**src/hw/rtl/svv_pkg.sv**
```systemverilog
// ----------------------------------------------------------------------------
// svv_pkg - semantic version validator package
// Shared constants, result type and character class helpers.
// ----------------------------------------------------------------------------
package svv_pkg;

	localparam int COUNT_WIDTH = 8;

	typedef logic [COUNT_WIDTH-1:0] cnt_t;
	typedef logic [7:0]             char_t;
	typedef logic [2:0]             phase_t;

	localparam cnt_t CNT_MAX = {COUNT_WIDTH{1'b1}};

	localparam char_t CH_NUL  = 8'h00;
	localparam char_t CH_DOT  = 8'h2E;
	localparam char_t CH_DASH = 8'h2D;
	localparam char_t CH_PLUS = 8'h2B;
	localparam char_t CH_ZERO = 8'h30;
	localparam char_t CH_NINE = 8'h39;
	localparam char_t CH_UC_A = 8'h41;
	localparam char_t CH_UC_Z = 8'h5A;
	localparam char_t CH_LC_A = 8'h61;
	localparam char_t CH_LC_Z = 8'h7A;

	localparam phase_t PH_MAJOR = 3'd0;
	localparam phase_t PH_MINOR = 3'd1;
	localparam phase_t PH_PATCH = 3'd2;
	localparam phase_t PH_PRE   = 3'd3;
	localparam phase_t PH_BUILD = 3'd4;

	typedef struct packed {
		logic       valid_res;
		logic       has_prerelease;
		logic       has_build;
		logic [7:0] major_digits;
		logic [7:0] minor_digits;
		logic [7:0] patch_digits;
		logic [7:0] prerelease_chars;
	} res_t;

	function automatic logic is_digit(char_t c);
		return (c >= CH_ZERO) && (c <= CH_NINE);
	endfunction

	function automatic logic is_ident(char_t c);
		return is_digit(c) || ((c >= CH_UC_A) && (c <= CH_UC_Z)) ||
			((c >= CH_LC_A) && (c <= CH_LC_Z)) || (c == CH_DASH);
	endfunction

	function automatic cnt_t sat_inc(cnt_t v);
		return (v == CNT_MAX) ? v : v + cnt_t'(1);
	endfunction

	function automatic logic [7:0] clamp8(cnt_t v);
		return (32'(v) > 32'd255) ? 8'hFF : 8'(v);
	endfunction

endpackage

```
**src/hw/rtl/svv_char_if.sv**
```systemverilog
// ----------------------------------------------------------------------------
// svv_char_if - character channel
// Valid/ready channel carrying one ASCII byte per transfer.
// ----------------------------------------------------------------------------
interface svv_char_if;
	logic               valid;
	logic               ready;
	svv_pkg::char_t     data;

	modport source (output valid, output data, input ready);
	modport sink   (input valid, input data, output ready);
endinterface

```
**src/hw/rtl/svv_res_if.sv**
```systemverilog
// ----------------------------------------------------------------------------
// svv_res_if - result channel
// Valid/ready channel carrying one validation result per transfer.
// ----------------------------------------------------------------------------
interface svv_res_if;
	logic               valid;
	logic               ready;
	svv_pkg::res_t      data;

	modport source (output valid, output data, input ready);
	modport sink   (input valid, input data, output ready);
endinterface

```
**src/hw/rtl/svv_in_stage.sv**
```systemverilog
// ----------------------------------------------------------------------------
// svv_in_stage - input register
// Registers each incoming character; refills in the same cycle it drains.
// ----------------------------------------------------------------------------
module svv_in_stage (
	input  logic        clk,
	input  logic        arst_n,
	svv_char_if.sink    text,
	svv_char_if.source  mid
);
	import svv_pkg::*;

	logic  valid_s1;
	char_t char_s1;

	assign text.ready = !valid_s1 || mid.ready;
	assign mid.valid  = valid_s1;
	assign mid.data   = char_s1;

	always_ff @(posedge clk or negedge arst_n) begin
		if (!arst_n) begin
			valid_s1 <= 1'b0;
		end else if (text.ready) begin
			valid_s1 <= text.valid;
		end
	end

	always_ff @(posedge clk) begin
		if (text.valid && text.ready) begin
			char_s1 <= text.data;
		end
	end

endmodule

```
**src/hw/rtl/svv_parse.sv**
```systemverilog
// ----------------------------------------------------------------------------
// svv_parse - version string parser
// Per-character state update and result register; a terminator loads the
// result and returns the parser state to its reset values.
// ----------------------------------------------------------------------------
module svv_parse (
	input  logic        clk,
	input  logic        arst_n,
	svv_char_if.sink    mid,
	svv_res_if.source   result
);
	import svv_pkg::*;

	phase_t     phase_q, phase_d;
	logic       failed_q, failed_d;
	cnt_t       run_q, run_d;
	logic       fz_q, fz_d;
	logic       all_dig_q, all_dig_d;
	cnt_t       major_q, major_d;
	cnt_t       minor_q, minor_d;
	cnt_t       patch_q, patch_d;
	cnt_t       pre_q, pre_d;
	logic [1:0] seen_q, seen_d;
	logic       res_valid_q;
	res_t       res_q, res_d;

	logic       take, is_term, close_bad, ok;
	char_t      ch;

	assign ch           = mid.data;
	assign is_term      = (ch == CH_NUL);
	assign mid.ready    = !is_term || !res_valid_q || result.ready;
	assign take         = mid.valid && mid.ready;
	assign result.valid = res_valid_q;
	assign result.data  = res_q;

	assign close_bad = (run_q == '0) ||
		((phase_q == PH_PRE) && all_dig_q && (run_q > cnt_t'(1)) && fz_q);

	always_comb begin
		phase_d   = phase_q;
		failed_d  = failed_q;
		run_d     = run_q;
		fz_d      = fz_q;
		all_dig_d = all_dig_q;
		major_d   = major_q;
		minor_d   = minor_q;
		patch_d   = patch_q;
		pre_d     = pre_q;
		seen_d    = seen_q;
		ok        = 1'b0;
		res_d     = '0;

		if (take && !is_term && !failed_q) begin
			if (phase_q <= PH_PATCH) begin
				if (is_digit(ch)) begin
					if (run_q == '0) begin
						fz_d = (ch == CH_ZERO);
					end else if (fz_q) begin
						failed_d = 1'b1;
					end
					run_d = sat_inc(run_q);
				end else if (run_q == '0) begin
					failed_d = 1'b1;
				end else if ((phase_q != PH_PATCH) && (ch == CH_DOT)) begin
					if (phase_q == PH_MAJOR) begin
						major_d = run_q;
					end else begin
						minor_d = run_q;
					end
					phase_d   = phase_q + phase_t'(1);
					run_d     = '0;
					fz_d      = 1'b0;
					all_dig_d = 1'b1;
				end else if ((phase_q == PH_PATCH) &&
						((ch == CH_DASH) || (ch == CH_PLUS))) begin
					patch_d = run_q;
					if (ch == CH_DASH) begin
						phase_d   = PH_PRE;
						seen_d[0] = 1'b1;
					end else begin
						phase_d   = PH_BUILD;
						seen_d[1] = 1'b1;
					end
					run_d     = '0;
					fz_d      = 1'b0;
					all_dig_d = 1'b1;
				end else begin
					failed_d = 1'b1;
				end
			end else if ((phase_q == PH_PRE) || (phase_q == PH_BUILD)) begin
				if (is_ident(ch)) begin
					if (run_q == '0) begin
						fz_d = (ch == CH_ZERO);
					end
					if (!is_digit(ch)) begin
						all_dig_d = 1'b0;
					end
					run_d = sat_inc(run_q);
					if (phase_q == PH_PRE) begin
						pre_d = sat_inc(pre_q);
					end
				end else if (ch == CH_DOT) begin
					if (close_bad) begin
						failed_d = 1'b1;
					end
					if (phase_q == PH_PRE) begin
						pre_d = sat_inc(pre_q);
					end
					run_d     = '0;
					fz_d      = 1'b0;
					all_dig_d = 1'b1;
				end else if ((ch == CH_PLUS) && (phase_q == PH_PRE)) begin
					if (close_bad) begin
						failed_d = 1'b1;
					end
					phase_d   = PH_BUILD;
					seen_d[1] = 1'b1;
					run_d     = '0;
					fz_d      = 1'b0;
					all_dig_d = 1'b1;
				end else begin
					failed_d = 1'b1;
				end
			end else begin
				failed_d = 1'b1;
			end
		end else if (take && is_term) begin
			if (!failed_q) begin
				if (phase_q == PH_PATCH) begin
					ok = (run_q != '0);
				end else if ((phase_q == PH_PRE) || (phase_q == PH_BUILD)) begin
					ok = !close_bad;
				end
			end
			if (ok) begin
				res_d.valid_res        = 1'b1;
				res_d.has_prerelease   = seen_q[0];
				res_d.has_build        = seen_q[1];
				res_d.major_digits     = clamp8(major_q);
				res_d.minor_digits     = clamp8(minor_q);
				res_d.patch_digits     = clamp8((phase_q == PH_PATCH) ? run_q : patch_q);
				res_d.prerelease_chars = clamp8(pre_q);
			end
			phase_d   = PH_MAJOR;
			failed_d  = 1'b0;
			run_d     = '0;
			fz_d      = 1'b0;
			all_dig_d = 1'b1;
			major_d   = '0;
			minor_d   = '0;
			patch_d   = '0;
			pre_d     = '0;
			seen_d    = '0;
		end
	end

	always_ff @(posedge clk or negedge arst_n) begin
		if (!arst_n) begin
			phase_q     <= PH_MAJOR;
			failed_q    <= 1'b0;
			run_q       <= '0;
			fz_q        <= 1'b0;
			all_dig_q   <= 1'b1;
			major_q     <= '0;
			minor_q     <= '0;
			patch_q     <= '0;
			pre_q       <= '0;
			seen_q      <= '0;
			res_valid_q <= 1'b0;
		end else begin
			phase_q   <= phase_d;
			failed_q  <= failed_d;
			run_q     <= run_d;
			fz_q      <= fz_d;
			all_dig_q <= all_dig_d;
			major_q   <= major_d;
			minor_q   <= minor_d;
			patch_q   <= patch_d;
			pre_q     <= pre_d;
			seen_q    <= seen_d;
			if (take && is_term) begin
				res_valid_q <= 1'b1;
			end else if (result.ready) begin
				res_valid_q <= 1'b0;
			end
		end
	end

	always_ff @(posedge clk) begin
		if (take && is_term) begin
			res_q <= res_d;
		end
	end

endmodule

```
**src/hw/rtl/semver_string_validator.sv**
```systemverilog
// ----------------------------------------------------------------------------
// semver_string_validator - semantic version 2.0.0 string checker
// Checks major.minor.patch[-pre][+build] strings one byte at a time.
// ----------------------------------------------------------------------------
// Usage:
//   text   : one ASCII byte per transfer; a zero byte ends the string.
//   result : one transfer per string, issued for the zero byte only:
//            valid flag, pre-release/build presence and part lengths.
//            An invalid string reports all fields zero.
// Timing:
//   One byte per cycle sustained while no zero byte is held back by an
//   unaccepted result. A byte is registered in the input register, then
//   updates the parser state; a zero byte loads the result register from
//   the parser. The per-byte state update between input and result
//   registers sets the rate.
// Stall:
//   While a result waits unaccepted, ordinary bytes keep flowing; only the
//   next zero byte holds in the input register until the result drains.
// Reset:
//   arst_n clears both registers' valid flags and puts the parser at the
//   start of a fresh string.
// ----------------------------------------------------------------------------
module semver_string_validator (
	input  logic        clk,
	input  logic        arst_n,
	svv_char_if.sink    text,
	svv_res_if.source   result
);
	import svv_pkg::*;

	svv_char_if mid ();

	svv_in_stage u_in_stage (
		.clk    (clk),
		.arst_n (arst_n),
		.text   (text),
		.mid    (mid)
	);

	svv_parse u_parse (
		.clk    (clk),
		.arst_n (arst_n),
		.mid    (mid),
		.result (result)
	);

	a_res_after_term: assert property (@(posedge clk) disable iff (!arst_n)
		$rose(result.valid) |-> $past(mid.valid && mid.ready && (mid.data == CH_NUL)))
		else $error("result raised without a terminator transfer");

	a_no_res_on_char: assert property (@(posedge clk) disable iff (!arst_n)
		(!result.valid && mid.valid && mid.ready && (mid.data != CH_NUL)) |=> !result.valid)
		else $error("result raised by a non-terminator");

	a_invalid_zero: assert property (@(posedge clk) disable iff (!arst_n)
		(result.valid && !result.data.valid_res) |->
		(!result.data.has_prerelease && !result.data.has_build &&
		(result.data.major_digits == 8'd0) && (result.data.minor_digits == 8'd0) &&
		(result.data.patch_digits == 8'd0) && (result.data.prerelease_chars == 8'd0)))
		else $error("invalid result with non-zero fields");

	a_valid_parts: assert property (@(posedge clk) disable iff (!arst_n)
		(result.valid && result.data.valid_res) |->
		((result.data.major_digits != 8'd0) && (result.data.minor_digits != 8'd0) &&
		(result.data.patch_digits != 8'd0)))
		else $error("valid result with an empty numeric part");

endmodule
```
**src/flat_wrapper.sv**
```systemverilog
// flat-port wrapper written by rule: the top's interface ports become plain ports
module semver_string_validator_flat import svv_pkg::*;
  (clk, arst_n, text_valid, text_data, text_ready, result_valid, result_data, result_ready);
  svv_char_if text_i ();
  svv_res_if result_i ();
  input  logic clk;
  input  logic arst_n;
  input wire logic [$bits(text_i.valid)-1:0] text_valid;
  input wire logic [$bits(text_i.data)-1:0] text_data;
  output wire logic [$bits(text_i.ready)-1:0] text_ready;
  output wire logic [$bits(result_i.valid)-1:0] result_valid;
  output wire logic [$bits(result_i.data)-1:0] result_data;
  input wire logic [$bits(result_i.ready)-1:0] result_ready;
  assign text_i.valid = text_valid;
  assign text_i.data = text_data;
  assign text_ready = text_i.ready;
  assign result_valid = result_i.valid;
  assign result_data = result_i.data;
  assign result_i.ready = result_ready;
  semver_string_validator u_core (.clk(clk), .arst_n(arst_n), .text(text_i), .result(result_i));
endmodule
```
**config.mk**
```make
export PLATFORM = sky130hd
export DESIGN_NAME = semver_string_validator_flat
export DESIGN_NICKNAME = d
export VERILOG_FILES = /design/src/hw/rtl/svv_pkg.sv /design/src/hw/rtl/svv_char_if.sv /design/src/hw/rtl/svv_res_if.sv /design/src/hw/rtl/svv_in_stage.sv /design/src/hw/rtl/svv_parse.sv /design/src/hw/rtl/semver_string_validator.sv /design/src/flat_wrapper.sv
export SDC_FILE = /design/constraint.sdc
export NUM_CORES = 1
export LEC_CHECK = 0
export ABC_AREA = 1
export BUFFER_PORTS_ARGS = -buffer_cell sky130_fd_sc_hd__buf_2
export CAP_MARGIN = 40
export CORE_MARGIN = 4
export CORE_UTILIZATION = 64
export DETAILED_ROUTE_END_ITERATION = 16
export PLACE_DENSITY = 0.85
export SYNTH_ARGS = -nofsm -noshare
export SYNTH_HDL_FRONTEND = slang
export SYNTH_SLANG_ARGS = --single-unit
```
**constraint.sdc**
```tcl
create_clock -name clk -period 8.68 [get_ports clk]
set_clock_uncertainty 0.1 [all_clocks]
set_input_delay 1.302 -clock clk [delete_from_list [all_inputs] [get_ports clk]]
set_output_delay 1.302 -clock clk [all_outputs]
set_load 0.02 [all_outputs]
```
==> results.json, run 1 <==
{
  "post-route-period-util_pct": 39.1,
  "hold_end": "u_core.u_parse.all_dig_q$_DFFE_PN1P_",
  "synth-main-ff-cell": "dfrtp_1",
  "hpwl_um": 7140,
  "place_congestion": 0.921,
  "cts_inserted_buffers": 9,
  "clk_latency_ns": 0.37,
  "holdWs_ns": 0.385,
  "tightest_slew_ns": 0.637,
  "synth-edff-count": 43,
  "initial_core_util_pct": 65.8,
  "required_ns": 7.28,
  "cts_sinks": 93,
  "cts_tree": "done",
  "worstReg2RegEnd": "u_core.u_parse.result.data[8]$_SDFFCE_PP0P_",
  "status": "completed",
  "clock-root-buffer": "clkbuf_8",
  "maxCapViolations": 0,
  "drive_above_1_share_pct": 25.2,
  "antenna_found_initial": 0,
  "dr_wl_met3_um": 675,
  "nFillCells": 573,
  "timing.rr.start": "u_core.u_in_stage.mid.data[5]$_DFFE_PP_",
  "vias_per_cell": 5.39,
  "synth_top_area_share_pct": 25.4,
  "drc_errors": 0,
  "boundaryPins": 49,
  "h-tree-depth": 3,
  "synth.distinct_cells": 42,
  "cts_setup_buffers": 0,
  "num_rows": 32,
  "setup_slack_ns": 5.28,
  "grt_pass1_vias": 3671,
  "finalHoldViolations": 0,
  "die_area_mm2": 0.00943,
  "wl_um": 9830,
  "die_w_um": 97.1,
  "synth_area_leaders": "edfxtp_1 (25%), dfrtp_1 (24%), nand2_1 (9.6%), nor2_1 (4.7%), inv_1 (4.4%)",
  "rsz0062_at_grt": "false",
  "grt_pass1_wl_um": 17100,
  "grt_overflow": 0,
  "hold_start": "u_core.u_parse.all_dig_q$_DFFE_PN1P_",
  "post-place-ws_ns": 5.29,
  "slew_headroom_pct": 57.5,
  "hp-class": "reg -> reg",
  "netlist_instances": 560,
  "synth_most_common_cell": "nand2_1",
  "fmax_ghz": 0.294,
  "fin_setup_tns_ns": 0,
  "path_clk_slew_ns": 0.10,
  "syn_area_mm2": 0.00508,
  "worstSetupPathType": "in -> out",
  "dr_total_vias": 3845,
  "syn_nets": 581,
  "powerDensity_mw_per_mm2": 175,
  "core-area_mm2": 0.00773,
  "synth_top_area_cell": "edfxtp_1",
  "synthArstFlopShare_pct": 53.8,
  "synth_area_per_cell_um2": 9.08,
  "period_needed_ns": 3.40,
  "drv_slew": 0,
  "wl_met2_um": 4780,
  "ir_worst_vdd_mv": 0.102,
  "met1_length_um": 4210,
  "portBuffers": 48,
  "path_max_fanout": 3,
  "yosys-top-cells-count": "nand2_1 (130), nor2_1 (63), inv_1 (60)",
  "drt_pass1_iterations": 5,
  "top_layer_used": "met4",
  "cts_resized": 0,
  "area_delta_synth_final_pct": 10.3,
  "layout.nets": 628,
  "end_kind": "primary output",
  "r2r_cells": 6,
  "cp-start-kind": "input port",
  "wl_per_cell_um": 13.8,
  "ctsHoldBuffers": 0,
  "grt_max_degree": 51,
  "setup_viol": 0,
  "first_iter_violations": 218,
  "die_h_um": 97.1,
  "cellLeakagePower_nw": 2.46,
  "clockBufferDepth": 2,
  "yosys_warnings": 0,
  "arrival_ns": 1.99,
  "n_antenna_cell": 0,
  "rrSetupSlack_ns": 6.15,
  "min_path_cells": 2,
  "yosysSeqAreaShare_pct": 50.0,
  "synth-seq-cells": 93,
  "globalRouteTotalUtil_pct": 22.1,
  "antenna_left": 0
}
[registers in the layout, summed over array words and instances (netlist names), 2 cells and up]
signal / count
u_core.u_in_stage.mid.data: 8
u_core.u_parse.major_q: 8
u_core.u_parse.minor_q: 8
u_core.u_parse.patch_q: 8
u_core.u_parse.phase_q: 3
u_core.u_parse.pre_q: 8
u_core.u_parse.result.data: 35
u_core.u_parse.run_q: 8
u_core.u_parse.seen_q: 2
[worst max-delay path, cell delays in order]
cell and delay [ns]:
buf_2 0.09, nor2_1 0.26, nand3_1 0.15, buf_2 0.18
[layer usage]
metal | vias to the layer above | GRT usage, %
li1 | 1902 | -
met1 | 1800 | 29.6
met2 | 124 | 35.5
met3 | 19 | 5.96
met4 | 0 | 6.37
met5 | - | 0
[logic make-up after synthesis]
group / share of synthesized area, %
compound gates: 10.6
xor+xnor: 0.861
simple gates: 29.1
flops: 50.0
buf+inv: 7.21
fa+ha+maj: 2.22
[per-stage QoR]
step / total power, mW / util (%) / std cells / instance area, um^2
final: 0.979 / 72.5 / 714 / 5610
after floorplan: 0.660 / - / 560 / 5080
after global routing: 1.04 / 72.5 / 714 / 5610
after CTS: 0.986 / 72.5 / 714 / 5610
after detailed placement: 0.699 / 70.0 / 698 / 5410
after global placement: 0.694 / 69.3 / 696 / 5360
[power by group]
part | leakage (nW) | internal, mW | switching [mW]
sequential | 1.07 | 0.474 | 0.0140
clock | 0.0985 | 0.114 | 0.173
combinational | 1.30 | 0.0552 | 0.149
[how the worst max path moves through the flow]
stage | from | to | slack [ns] | cells after the start
4_1_cts | result_ready | text_ready | 5.29 | 4
2_1_floorplan | result_ready | u_core.u_parse.result.data[0]$_SDFFCE_PP0P_ | 5.25 | 2
5_1_grt | result_ready | text_ready | 5.24 | 4
3_3_place_gp | result_ready | text_ready | 5.31 | 4
3_5_place_dp | result_ready | text_ready | 5.29 | 4
6_report | result_ready | text_ready | 5.28 | 4
[placed cells by master (no fill, tap or decap), drive strengths merged]
cell,Yosys,layout
clkinvlp,0,1
o21a,1,1
o21ai,65,65
and3,1,1
dfrtp,49,49
xor2,5,5
nand3b,1,1
o21bai,1,1
nand2,159,159
nor2,77,77
buf,13,51
nand4,8,8
nor3,7,7
ha,9,9
o31ai,1,1
a21oi,13,13
inv,67,71
clkinv,0,2
nor3b,1,1
and2,1,1
dfstp,1,1
nand3,35,35
edfxtp,43,43
clkbuf,2,9
[area by class of cell]
type	count	area (um^2)	area share (%)
Timing Repair Buffer	51	295	5.27
Clock buffer	9	124	2.21
Multi-Input combinational cell	385	2180	38.9
Sequential cell	93	2540	45.4
Inverter	67	259	4.62
Clock inverter	7	75.1	1.34
Tap cell	102	128	2.28
Power figures use the tool's default switching activity.
==> run 2, diff against run 1 <==
--- a/config.mk
+++ b/config.mk
@@ -9,9 +9,9 @@
 export BUFFER_PORTS_ARGS = -buffer_cell sky130_fd_sc_hd__buf_2
 export CAP_MARGIN = 40
 export CORE_MARGIN = 4
-export CORE_UTILIZATION = 64
+export CORE_UTILIZATION = 54
 export DETAILED_ROUTE_END_ITERATION = 16
-export PLACE_DENSITY = 0.85
+export PLACE_DENSITY = 0.77
 export SYNTH_ARGS = -nofsm -noshare
 export SYNTH_HDL_FRONTEND = slang
 export SYNTH_SLANG_ARGS = --single-unit
==> constraint.sdc (replaced) <==
create_clock -name clk -period 3.1 [get_ports clk]
set_clock_uncertainty 0.1 [all_clocks]
set_input_delay 0.465 -clock clk [delete_from_list [all_inputs] [get_ports clk]]
set_output_delay 0.465 -clock clk [all_outputs]
set_load 0.02 [all_outputs]
==> results.json, run 2 (synthesis results as in run 1) <==
{
  "regArea_mm2": 0.00254,
  "timing.rr.start": "u_core.u_parse.phase_q[1]$_DFFE_PN0P_",
  "path_clk_slew_ns": 0.11,
  "violations": "hold timing",
  "cts_setup_buffers": 0,
  "die_h_um": 105,
  "cellLeakagePower_nw": 2.45,
  "rsz0062_at_grt": "false",
  "clockBufferDepth": 2,
  "fmax_ghz": 0.432,
  "cts_sinks": 93,
  "drc_errors": 0,
  "end_kind": "register",
  "period_needed_ns": 2.32,
  "rrSetupSlack_ns": 0.78,
  "worstSetupPathType": "reg -> reg",
  "slew_headroom_pct": 57.8,
  "wl_per_cell_um": 13.7,
  "die_w_um": 105,
  "maxCapViolations": 0,
  "die_area_mm2": 0.0110,
  "h-tree-depth": 3,
  "largest_reg_flops": 35,
  "path_max_fanout": 24,
  "cts_inserted_buffers": 9,
  "core-area_mm2": 0.00920,
  "cts_tree": "done",
  "final_cell_mix": "nand2_1 (130), nor2_1 (62), inv_1 (60)",
  "grt_pass1_wl_um": 16800,
  "cts_resized": 0,
  "hpwl_um": 7120,
  "first_iter_violations": 264,
  "antenna_found_initial": 0,
  "nFillCells": 769,
  "cp-start-kind": "register",
  "drv_slew": 0,
  "vias_per_cell": 5.27,
  "portBuffers": 48,
  "clk_latency_ns": 0.38,
  "required_ns": 3.23,
  "powerDensity_mw_per_mm2": 492,
  "placed_area_mm2": 0.00539,
  "globalRouteTotalUtil_pct": 18.8,
  "dr_total_vias": 3817,
  "status": "finished, violations left",
  "crit_path_start": "u_core.u_parse.phase_q[1]$_DFFE_PN0P_",
  "setup_viol": 0,
  "place_congestion": 0.932,
  "tightest_slew_ns": 0.633,
  "boundaryPins": 49,
  "clock-root-buffer": "clkbuf_8",
  "grt_max_degree": 38,
  "hp-class": "in -> async",
  "holdWs_ns": -0.0103,
  "multiInputGateArea_mm2": 0.00218,
  "final_cell_area_mm2": 0.00559,
  "finalPower_mw": 2.75,
  "n_antenna_cell": 0,
  "layout_commonest_cell": "nand2_1",
  "num_rows": 35,
  "post-route-period-util_pct": 74.7,
  "ir_worst_vdd_mv": 0.291,
  "fin_setup_tns_ns": 0,
  "finalHoldViolations": 6,
  "wl_um": 9890,
  "antenna_left": 0,
  "drt_pass1_iterations": 5,
  "drive_above_1_share_pct": 25.3,
  "area_delta_synth_final_pct": 9.99,
  "layout.nets": 629,
  "ctsHoldBuffers": 0,
  "grt_pass1_vias": 3548,
  "arrival_ns": 2.44,
  "r2r_cells": 9,
  "grt_overflow": 0,
  "initial_core_util_pct": 55.3
}
[run 2: changes by cell type in the layout (fill, tap and decap cells not counted)]
cell / before / now
buf_16: 1 / 0
buf_4: 1 / 4
inv_6: 2 / 1
clkinv_4: 1 / 2
buf_12: 1 / 0
[run 2: path summary, 6_finish.rpt]
path | end
hold reg to reg | u_core.u_parse.minor_q[7]$_DFFE_PN0P_
hold / removal | u_core.u_parse.major_q[4]$_DFFE_PN0P_
setup / recovery | u_core.u_parse.result.data[8]$_SDFFCE_PP0P_
min in group clk | u_core.u_in_stage.mid.data[5]$_DFFE_PP_
setup reg to reg | u_core.u_parse.result.data[8]$_SDFFCE_PP0P_
max in group asynchronous | u_core.u_parse.pre_q[7]$_DFFE_PN0P_
[run 2: worst max-delay path, stage by stage, from the launching register on]
cell and delay (ns):
dfrtp_1 0.44, ha_1 0.23, ha_1 0.25, and3_1 0.15, o21ai_0 0.07, nand2_1 0.09
nand2_1 0.08, nand4_2 0.28, buf_4 0.34, a21oi_1 0.15
[run 2: final cells by class]
| type | instances | area share [%] |
|---|---|---|
| Timing Repair Buffer | 52 | 4.83 |
| Multi-Input combinational cell | 385 | 39.0 |
| Clock inverter | 7 | 1.34 |
| Clock buffer | 9 | 2.22 |
| Sequential cell | 93 | 45.5 |
| Tap cell | 111 | 2.48 |
| Inverter | 67 | 4.63 |
[run 2: report_power, final]
| part | leakage [nW] | total, mW | switching (mW) | internal [mW] |
|---|---|---|---|---|
| Sequential | 1.07 | 1.36 | 0.0362 | 1.33 |
| Clock | 0.0981 | 0.806 | 0.488 | 0.318 |
| Combinational | 1.29 | 0.584 | 0.426 | 0.158 |
| Total | 2.45 | 2.75 | 0.950 | 1.80 |
[run 2: stage by stage]
step / cells / utilization [%] / setup slack [ns] / hold slack (ns)
final: 724 / 60.8 / 0.784 / -0.0103
after global routing: 724 / 60.8 / 0.634 / 0.0315
after CTS: 724 / 60.8 / 0.794 / 0.00719
after detailed placement: 708 / 58.6 / 0.831 / 0.369
after global placement: 708 / 58.6 / 0.902 / 0.358
after floorplan: 560 / - / 0.0720 / 0.0694
[run 2: metal layers]
metal	vias up	track usage, %	wire length (um)
met5	-	0	0
li1	1914	-	-
met3	18	4.32	463
met1	1776	25.6	4510
met4	0	6.19	200
met2	109	29.9	4710
==> run 3, diff against run 2 <==
--- a/config.mk
+++ b/config.mk
@@ -9,9 +9,9 @@
 export BUFFER_PORTS_ARGS = -buffer_cell sky130_fd_sc_hd__buf_2
 export CAP_MARGIN = 40
 export CORE_MARGIN = 4
-export CORE_UTILIZATION = 54
+export CORE_UTILIZATION = 60
 export DETAILED_ROUTE_END_ITERATION = 16
-export PLACE_DENSITY = 0.77
+export PLACE_DENSITY = 0.81
 export SYNTH_ARGS = -nofsm -noshare
 export SYNTH_HDL_FRONTEND = slang
 export SYNTH_SLANG_ARGS = --single-unit
==> constraint.sdc (replaced) <==
create_clock -name clk -period 2.2 [get_ports clk]
set_clock_uncertainty 0.1 [all_clocks]
set_input_delay 0.33 -clock clk [delete_from_list [all_inputs] [get_ports clk]]
set_output_delay 0.33 -clock clk [all_outputs]
set_load 0.02 [all_outputs]
==> results.json, run 3 (synthesis results as in run 1) <==
{
  "status": "completed",
  "path_buf_inv": 1,
  "boundaryPins": 49,
  "slowest_delay_ns": 0.52,
  "period_needed_ns": 2.09,
  "ir_worst_vdd_mv": 0.405,
  "arrival_ns": 1.66,
  "fin_setup_tns_ns": 0,
  "drv_slew": 0,
  "cellLeakagePower_nw": 2.56,
  "clock-root-buffer": "clkbuf_8",
  "hp-class": "in -> reg",
  "initial_core_util_pct": 61.9,
  "cts_inserted_buffers": 9,
  "largest_reg_flops": 35,
  "end_kind": "primary output",
  "fmax_ghz": 0.478,
  "holdWs_ns": 0.0310,
  "core-area_mm2": 0.00822,
  "die_h_um": 100,
  "clk_latency_ns": 0.37,
  "path_max_fanout": 6,
  "setup_viol": 0,
  "antenna_left": 0,
  "cts_sinks": 93,
  "dp_cells": 715,
  "slowest_stage": "edfxtp_1",
  "cts_tree": "done",
  "drt_pass1_iterations": 5,
  "drc_errors": 0,
  "path_clk_slew_ns": 0.10,
  "fin_cells": 736,
  "crit_family": "simple AND/OR/NAND/NOR gates",
  "powerDensity_mw_per_mm2": 688,
  "rsz0062_at_grt": "false",
  "regArea_mm2": 0.00254,
  "finalHoldViolations": 0,
  "grt_pass1_vias": 3809,
  "tightest_slew_ns": 0.549,
  "globalRouteTotalUtil_pct": 22.3,
  "wl_um": 10400,
  "num_rows": 33,
  "first_iter_violations": 199,
  "grt_pass1_wl_um": 17800,
  "post-place-ws_ns": 0.157,
  "maxCapViolations": 0,
  "post-route-period-util_pct": 95.0,
  "path_cells": "nor2_2 -> nand2_4 -> nor2_8 -> nand3_1 -> buf_2",
  "die_area_mm2": 0.0100,
  "layout.nets": 647,
  "hpwl_um": 7550,
  "n_antenna_cell": 0,
  "setup_slack_ns": 0.109,
  "required_ns": 1.77,
  "h-tree-depth": 3,
  "die_w_um": 100,
  "multiInputGateArea_mm2": 0.00218,
  "area_delta_synth_final_pct": 13.6,
  "dr_total_vias": 3958,
  "wl_per_cell_um": 14.1,
  "final_cell_mix": "nand2_1 (130), nor2_1 (62), inv_1 (60)",
  "nFillCells": 644,
  "worstSetupPathType": "reg -> out",
  "grt_overflow": 0,
  "layout_commonest_cell": "nand2_1",
  "antenna_found_initial": 0,
  "place_congestion": 0.967,
  "cp-start-kind": "register",
  "slew_headroom_pct": 63.4,
  "vias_per_cell": 5.38,
  "grt_max_degree": 38,
  "drive_above_1_share_pct": 27.4,
  "portBuffers": 48,
  "clockBufferDepth": 2
}
## run 3: timing repair
action / CTS / global route
setup endpoints to repair: 0 / 3
resized for setup: 0 / 1
buffers inserted: 0 / 4
hold buffers: 1 / 0
hold endpoints to repair: 19 / 0
## run 3: area by class of cell
type	count	area share, %
Sequential cell	93	44.0
Timing Repair Buffer	70	7.93
Clock buffer	9	2.14
Clock inverter	7	1.30
Inverter	67	4.48
Tap cell	105	2.27
Multi-Input combinational cell	385	37.8
## run 3: per-stage QoR
step / total power, mW / utilization (%) / area (um^2)
2_1_floorplan: 2.61 / - / 5090
3_3_place_gp: 2.79 / 67.2 / 5520
3_5_place_dp: 2.81 / 67.2 / 5520
4_1_cts: 3.93 / 69.7 / 5730
5_1_grt: 4.16 / 70.3 / 5780
6_report: 3.97 / 70.3 / 5780
## run 3: final timing paths
kind	from	endpoint	slack (ns)	cells after the start
worst max-delay path	u_core.u_in_stage.mid.data[7]$_DFFE_PP_	text_ready	0.11	5
worst min-delay path	text_data[3]	u_core.u_in_stage.mid.data[3]$_DFFE_PP_	0.03	1
worst max register to register	u_core.u_in_stage.mid.data[7]$_DFFE_PP_	u_core.u_parse.fz_q$_DFFE_PN0P_	0.15	10
worst min register to register	u_core.u_parse.patch_q[2]$_DFFE_PN0P_	u_core.u_parse.patch_q[2]$_DFFE_PN0P_	0.39	2
max in group asynchronous	arst_n	u_core.u_parse.pre_q[7]$_DFFE_PN0P_	0.96	3
min in group asynchronous	arst_n	u_core.u_parse.major_q[5]$_DFFE_PN0P_	0.36	2
## run 3: metal layers
layer | part of all wire (%) | up-vias | GRT usage, %
met1 | 43 | 1857 | 29.7
met5 | 0 | - | 0
li1 | - | 1957 | -
met4 | 2.5 | 0 | 8.91
met3 | 5.2 | 26 | 3.27
met2 | 49 | 118 | 37.0
## run 3: power by group
part	switching [mW]	leakage, nW	internal (mW)
logic	0.609	1.40	0.296
clock network	0.691	0.0981	0.448
registers	0.0570	1.07	1.87
